--- src/rtl/core/lsolve3_pkg.sv ---
`timescale 1ns / 1ps
`default_nettype none

package lsolve3_pkg;

   // default fraction bits of the Q format
   localparam int FRAC_BITS_DEF = 16;

   // divider: quotient bits produced and bits resolved per pipeline stage
   localparam int DIV_BITS = 33;
   localparam int DIV_STEP = 3;

   // status codes
   localparam logic [1:0] ST_OK       = 2'd0;
   localparam logic [1:0] ST_SINGULAR = 2'd1;
   localparam logic [1:0] ST_OVERFLOW = 2'd2;

   typedef struct packed {
      logic signed [31:0] a_00;
      logic signed [31:0] a_01;
      logic signed [31:0] a_02;
      logic signed [31:0] a_10;
      logic signed [31:0] a_11;
      logic signed [31:0] a_12;
      logic signed [31:0] a_20;
      logic signed [31:0] a_21;
      logic signed [31:0] a_22;
      logic signed [31:0] rhs_0;
      logic signed [31:0] rhs_1;
      logic signed [31:0] rhs_2;
   } req_type;

   typedef struct packed {
      logic signed [31:0] sol_0;
      logic signed [31:0] sol_1;
      logic signed [31:0] sol_2;
      logic [1:0]         pivot_first;
      logic [1:0]         pivot_second;
      logic [1:0]         status;
   } rsp_type;

   // working set of one request as it moves down the pipeline
   typedef struct packed {
      logic [2:0][2:0][31:0] m;     // matrix, [row][column]
      logic [2:0][31:0]      r;     // updated right-hand side
      logic [2:0][31:0]      b;     // original right-hand side
      logic [2:0][31:0]      s;     // row scales (magnitudes)
      logic [2:0][31:0]      x;     // solution
      logic [5:0][63:0]      pr;    // products / scratch
      logic [5:0]            pn;    // product signs
      logic [1:0]            piv0;
      logic [1:0]            piv1;
      logic                  sing;
      logic                  ovf;
   } ctx_type;

   // magnitude of a two's complement word; -2^31 maps to 2^31
   function automatic logic [31:0] mag32(input logic [31:0] v);
      return v[31] ? (32'd0 - v) : v;
   endfunction

endpackage

`default_nettype wire

--- src/rtl/core/lsolve3_div.sv ---
`timescale 1ns / 1ps
`default_nettype none

module lsolve3_div #(
   parameter int FRAC_BITS = lsolve3_pkg::FRAC_BITS_DEF,
   parameter int LANES     = 1,
   parameter int PAY_W     = 1
) (
   input  logic                    clock,
   input  logic                    reset,
   input  logic                    enable,
   input  logic                    in_valid,
   input  logic [LANES-1:0][31:0]  in_num,
   input  logic [LANES-1:0][31:0]  in_den,
   input  logic [PAY_W-1:0]        in_pay,
   output logic                    out_valid,
   output logic [LANES-1:0][31:0]  out_quot,
   output logic [LANES-1:0]        out_ovf,
   output logic [PAY_W-1:0]        out_pay
);

   localparam int NST = lsolve3_pkg::DIV_BITS / lsolve3_pkg::DIV_STEP;

   typedef struct packed {
      logic [31:0] rem;
      logic [32:0] low;
      logic [32:0] quot;
      logic [31:0] den;
      logic        neg;
      logic        big;
   } lane_type;

   lane_type [LANES-1:0] st_ff [0:NST];
   lane_type [LANES-1:0] st0_in;
   lane_type [LANES-1:0] st_in [1:NST];
   logic [PAY_W-1:0]     pay_ff [0:NST];
   logic                 vld_ff [0:NST];

   logic [LANES-1:0][31:0] quot_in, quot_ff;
   logic [LANES-1:0]       ovf_in, ovf_ff;
   logic [PAY_W-1:0]       opay_ff;
   logic                   ovld_ff;

   // prepare: magnitudes, scaled dividend, early overflow when q >= 2^33
   always_comb begin : prep
      logic [31:0] mn;
      logic [63:0] nn;
      for (int l = 0; l < LANES; l++) begin
         mn = lsolve3_pkg::mag32(in_num[l]);
         nn = {32'd0, mn} << FRAC_BITS;
         st0_in[l].den  = lsolve3_pkg::mag32(in_den[l]);
         st0_in[l].big  = {1'b0, nn[63:33]} >= st0_in[l].den;
         st0_in[l].rem  = st0_in[l].big ? 32'd0 : {1'b0, nn[63:33]};
         st0_in[l].low  = nn[32:0];
         st0_in[l].quot = '0;
         st0_in[l].neg  = in_num[l][31] ^ in_den[l][31];
      end
   end

   // restoring division, DIV_STEP quotient bits per stage
   always_comb begin : steps
      lane_type    cur;
      logic [32:0] rr;
      for (int k = 1; k <= NST; k++) begin
         for (int l = 0; l < LANES; l++) begin
            cur = st_ff[k-1][l];
            for (int t = 0; t < lsolve3_pkg::DIV_STEP; t++) begin
               rr      = {cur.rem, cur.low[32]};
               cur.low = {cur.low[31:0], 1'b0};
               if (rr >= {1'b0, cur.den}) begin
                  rr       = rr - {1'b0, cur.den};
                  cur.quot = {cur.quot[31:0], 1'b1};
               end else begin
                  cur.quot = {cur.quot[31:0], 1'b0};
               end
               cur.rem = rr[31:0];
            end
            st_in[k][l] = cur;
         end
      end
   end

   // sign and saturation
   always_comb begin : fin
      lane_type cur;
      for (int l = 0; l < LANES; l++) begin
         cur        = st_ff[NST][l];
         ovf_in[l]  = 1'b0;
         quot_in[l] = cur.quot[31:0];
         if (cur.big) begin
            ovf_in[l]  = 1'b1;
            quot_in[l] = cur.neg ? 32'h8000_0000 : 32'h7fff_ffff;
         end else if (cur.neg) begin
            if (cur.quot > 33'h0_8000_0000) begin
               ovf_in[l]  = 1'b1;
               quot_in[l] = 32'h8000_0000;
            end else begin
               quot_in[l] = 32'd0 - cur.quot[31:0];
            end
         end else if (cur.quot[32] || cur.quot[31]) begin
            ovf_in[l]  = 1'b1;
            quot_in[l] = 32'h7fff_ffff;
         end
      end
   end

   // valid bits
   always_ff @(posedge clock) begin
      if (reset) begin
         for (int k = 0; k <= NST; k++) vld_ff[k] <= 1'b0;
         ovld_ff <= 1'b0;
      end else if (enable) begin
         vld_ff[0] <= in_valid;
         for (int k = 1; k <= NST; k++) vld_ff[k] <= vld_ff[k-1];
         ovld_ff <= vld_ff[NST];
      end
   end

   // data
   always_ff @(posedge clock) begin
      if (enable) begin
         st_ff[0] <= st0_in;
         for (int k = 1; k <= NST; k++) st_ff[k] <= st_in[k];
         pay_ff[0] <= in_pay;
         for (int k = 1; k <= NST; k++) pay_ff[k] <= pay_ff[k-1];
         quot_ff <= quot_in;
         ovf_ff  <= ovf_in;
         opay_ff <= pay_ff[NST];
      end
   end

   assign out_valid = ovld_ff;
   assign out_quot  = quot_ff;
   assign out_ovf   = ovf_ff;
   assign out_pay   = opay_ff;

endmodule

`default_nettype wire

--- config.mk ---
export PLATFORM = sky130hd
export DESIGN_NAME = lsolve3_div
export DESIGN_NICKNAME = d
export VERILOG_FILES = /design/src/rtl/core/lsolve3_pkg.sv /design/src/rtl/core/lsolve3_div.sv
export SDC_FILE = /design/constraint.sdc
export NUM_CORES = 2
export LEC_CHECK = 0
export BUFFER_PORTS_ARGS = -buffer_cell sky130_fd_sc_hd__buf_4
export CORE_UTILIZATION = 48
export DETAILED_ROUTE_END_ITERATION = 16
export PLACE_DENSITY_LB_ADDON = 0.2
export SLEW_MARGIN = 5
export SYNTH_ARGS = -nofsm -noshare
export SYNTH_HDL_FRONTEND = slang
export SYNTH_SLANG_ARGS = --single-unit
export TNS_END_PERCENT = 5
--- constraint.sdc ---
create_clock -name clock -period 12.8 [get_ports clock]
set_input_delay 0 -clock clock [delete_from_list [all_inputs] [get_ports clock]]
set_output_delay 0 -clock clock [all_outputs]
set_load 0.005 [all_outputs]
==> out/results.ini <==
[worst_setup_path]
path_max_fanout = 37
regToRegSetupSlack_ns = 0.80
path_class = flop to flop
rr_worst_depth = 37
start_kind = flop
cpMaxStageDelayCell = a2111oi_1
slowest_delay_ns = 0.79
critPathCapture = st_ff[1][125]$_DFFE_PP_
crit_family = compound AO/OA/AOI/OAI gates
crit_cells = 37
cp-startpoint = st_ff[0][390]$_DFFE_PP_
cp-end-kind = flop
rr_endpoint = st_ff[1][125]$_DFFE_PP_
reg2reg_from = st_ff[0][390]$_DFFE_PP_
critPathBufInv = 3
arrival_ns = 12.50
crit_required_ns = 13.30
cp_common_cell = o31a_1

[yosys]
ys_top_cells_by_area = edfxtp_1 (32%), ha_1 (14%), mux2_2 (6.0%)
yosysTopAreaCellShare = 0.324
synth_edf_count = 1024
syn_avg_cell_area_um2 = 9.25
synth_area_um2 = 94800
ys_async_sr_fraction = 0
yosysTopAreaCell = edfxtp_1
yosysUniqueCellTypes = 98
postSynthCellCount = 10300
synth_top_flop_cell = edfxtp_1
ys_seq_elements = 1025
yosysWarnings = 0
yosysSeqAreaShare = 0.324
synth_fp_nets = 11400

[drt]
wl_per_cell_um = 22.3
drt_pass1_iterations = 7
routed_via_density = 6.08
remaining_drc_errors = 0
dr_total_vias = 80300
drt_iter0_markers = 6692
drt-total-wl_um = 295000
ant_nets = 0

[sta]
finalCritPeriodShare = 0.938
tns_ns = 0
finalSetupViolations = 0
grt_setup_unrepaired = false
worst_slack_ns = 0.798
fin_skew_ns = 0.0947
fmax_mhz = 83.3
relSlewSlack = 0.189
slew_viol_final = 0
hold_viol = 0
fin_crit_ns = 12.00
whs_ns = 0.0779
worst_slew_pin_slew_ns = 1.21

[place]
dpl-instance-area_um2 = 98900
hpwl_um = 237000
numPortBuffers = 103
post-place-ws_ns = 0.868
gp_congestion = 0.984

[clock_network]
cts_htree_levels = 3
clock-root-buffer = clkbuf_16
clkLatencyLatePin_ns = 0.84
clock_path_buffers = 3
cts_num_sinks = 1025
cts_tree = done
cts_buffers = 118
postCtsSetupBuffers = 0
clk_pin_slew_ns = 0.06

[job]
maxCapViolations = 0

[global_routing]
met1_usage = 0.381
grt_pass1_wl_um = 450000
overflow = 0
met3_usage = 0.0309
grt_util_all_layers = 0.289
grt.busiest_layer = met2
grt_max_degree = 199
grtUsageMet2 = 0.477
grt_pass1_vias = 77000
antenna_found_initial = 2

[final_layout]
seqCellArea_um2 = 30800
areaGrowthSynthToFinish_pct = 9.87
final_cell_area_um2 = 104000
multiInputGateArea_um2 = 60700
fillers = 17600
drive_gt1_frac = 0.0936
layout.nets = 11600

[die]
die_x_um = 446
dieArea_um2 = 199000
ios = 104
die_h_um = 446
start_util = 0.485
core_area_um2 = 196000
num_rows = 162

[status]
status = completed

[worst_hold_path]
hold_depth = 3
min_path_type = primary input to flop

[placed cells by master, fill, tap and decap left out, types with 25 or more instances in the layout]
cell and count:
mux2_2 505, nand4_1 137, xnor2_1 594, or4_1 33
or3_1 60, a21oi_1 962, a211oi_1 85, ha_1 1048
a21boi_0 41, o211ai_1 56, nand2b_1 139, and4_1 30
nor3_1 158, clkbuf_16 118, nand2_1 723, and2_1 60
mux2_1 30, a31oi_1 94, o22ai_1 32, o21ai_0 684
xor2_1 303, nand3_1 185, inv_1 691, o31ai_1 70
buf_4 175, dlygate4sd3_1 127, and3_1 105, edfxtp_1 1024
o21bai_1 128, or2_2 36, a21o_1 476, nor3b_1 25
clkinv_1 25, nor2b_1 142, o31a_1 30, mux2i_1 59
nor2_1 663, nor4_1 50, o21a_1 156
[repair_timing]
| item | 4_1_cts | 5_1_grt |
|---|---|---|
| resized for setup | 0 | 1 |
| hold endpoints to repair | 158 | 0 |
| setup endpoints to repair | 0 | 1 |
| hold buffers | 127 | 0 |
[area by class of cell]
cell class / instances / share of cell area
diodes: 4 / 0.0000961
clock buffers: 128 / 0.0287
clock inverters: 97 / 0.00996
inverters: 701 / 0.0253
multi-input cells: 8315 / 0.583
flip-flops and latches: 1025 / 0.295
well taps: 2624 / 0.0315
repair buffers: 310 / 0.0262
[worst register-to-register path, delay by kind of cell (launching register included)]
kind | cells | cell delay [ns]
flops | 1 | 0.45
xor+xnor | 1 | 0.09
compound gates | 21 | 6.75
fa+ha+maj | 3 | 1.11
mux | 2 | 0.58
buf+inv | 3 | 0.69
simple gates | 7 | 2.07
[routing by layer]
layer / vias to the layer above / wire length, um
li1: 38600 / -
met1: 38800 / 130000
met3: 484 / 15800
met4: 0 / 13600
met2: 2414 / 136000
met5: - / 0
[per-stage QoR]
stage                     utilization  instances
after floorplan                     -      10300
after global placement          0.505      12800
after detailed placement        0.506      12800
after CTS                       0.533      13200
after global routing            0.533      13200
final                           0.533      13200
[synth_stat cells (142+ instances only)]
| library cell | instances |
|---|---|
| nand3_1 | 185 |
| mux2_2 | 505 |
| a21oi_1 | 966 |
| nor2_1 | 666 |
| a21o_1 | 476 |
| inv_1 | 691 |
| xnor2_1 | 594 |
| o21a_1 | 156 |
| nor2b_1 | 142 |
| o21ai_0 | 685 |
| clkbuf_1 | 182 |
| xor2_1 | 303 |
| ha_1 | 1048 |
| nor3_1 | 159 |
| edfxtp_1 | 1024 |
| nand2_1 | 724 |
[flip-flops by register name (all words and copies together) (netlist names)]
| register | cells |
|---|---|
| out_quot | 32 |
| pay_ff | 12 |
| out_valid | 1 |
| vld_ff | 12 |
| out_pay | 1 |
| st_ff | 966 |
| out_ovf | 1 |
[kinds of logic (layout without fill, tap and decap cells)]
family / after synthesis / count (layout) / share of synthesized area
AO/OA/AOI/OAI: 3152 / 3152 / 0.210
XOR/XNOR: 897 / 897 / 0.0828
adder cells (fa/ha/maj): 1071 / 1071 / 0.143
buffers and inverters: 916 / 1236 / 0.0366
flip-flops: 1025 / 1025 / 0.324
multiplexers: 594 / 594 / 0.0698
other: 0 / 4 / 0
AND/OR/NAND/NOR: 2601 / 2601 / 0.134
[how the worst min path moves through the flow]
stage | startpoint | endpoint | slack (ns)
CTS | in_den[30] | st_ff[0][32]$_DFFE_PP_ | 0.006
global placement | in_pay | pay_ff[0]$_DFFE_PP_ | 0.18
floorplan | reset | out_valid$_SDFFE_PP0P_ | 0.07
detailed placement | in_pay | pay_ff[0]$_DFFE_PP_ | 0.18
global route | in_num[1] | st_ff[0][81]$_DFFE_PP_ | 0.07
finish | in_den[30] | st_ff[0][32]$_DFFE_PP_ | 0.08
Power is not shown: default switching activity piles up to over one toggle a cycle in this logic, so the estimate is an artifact.
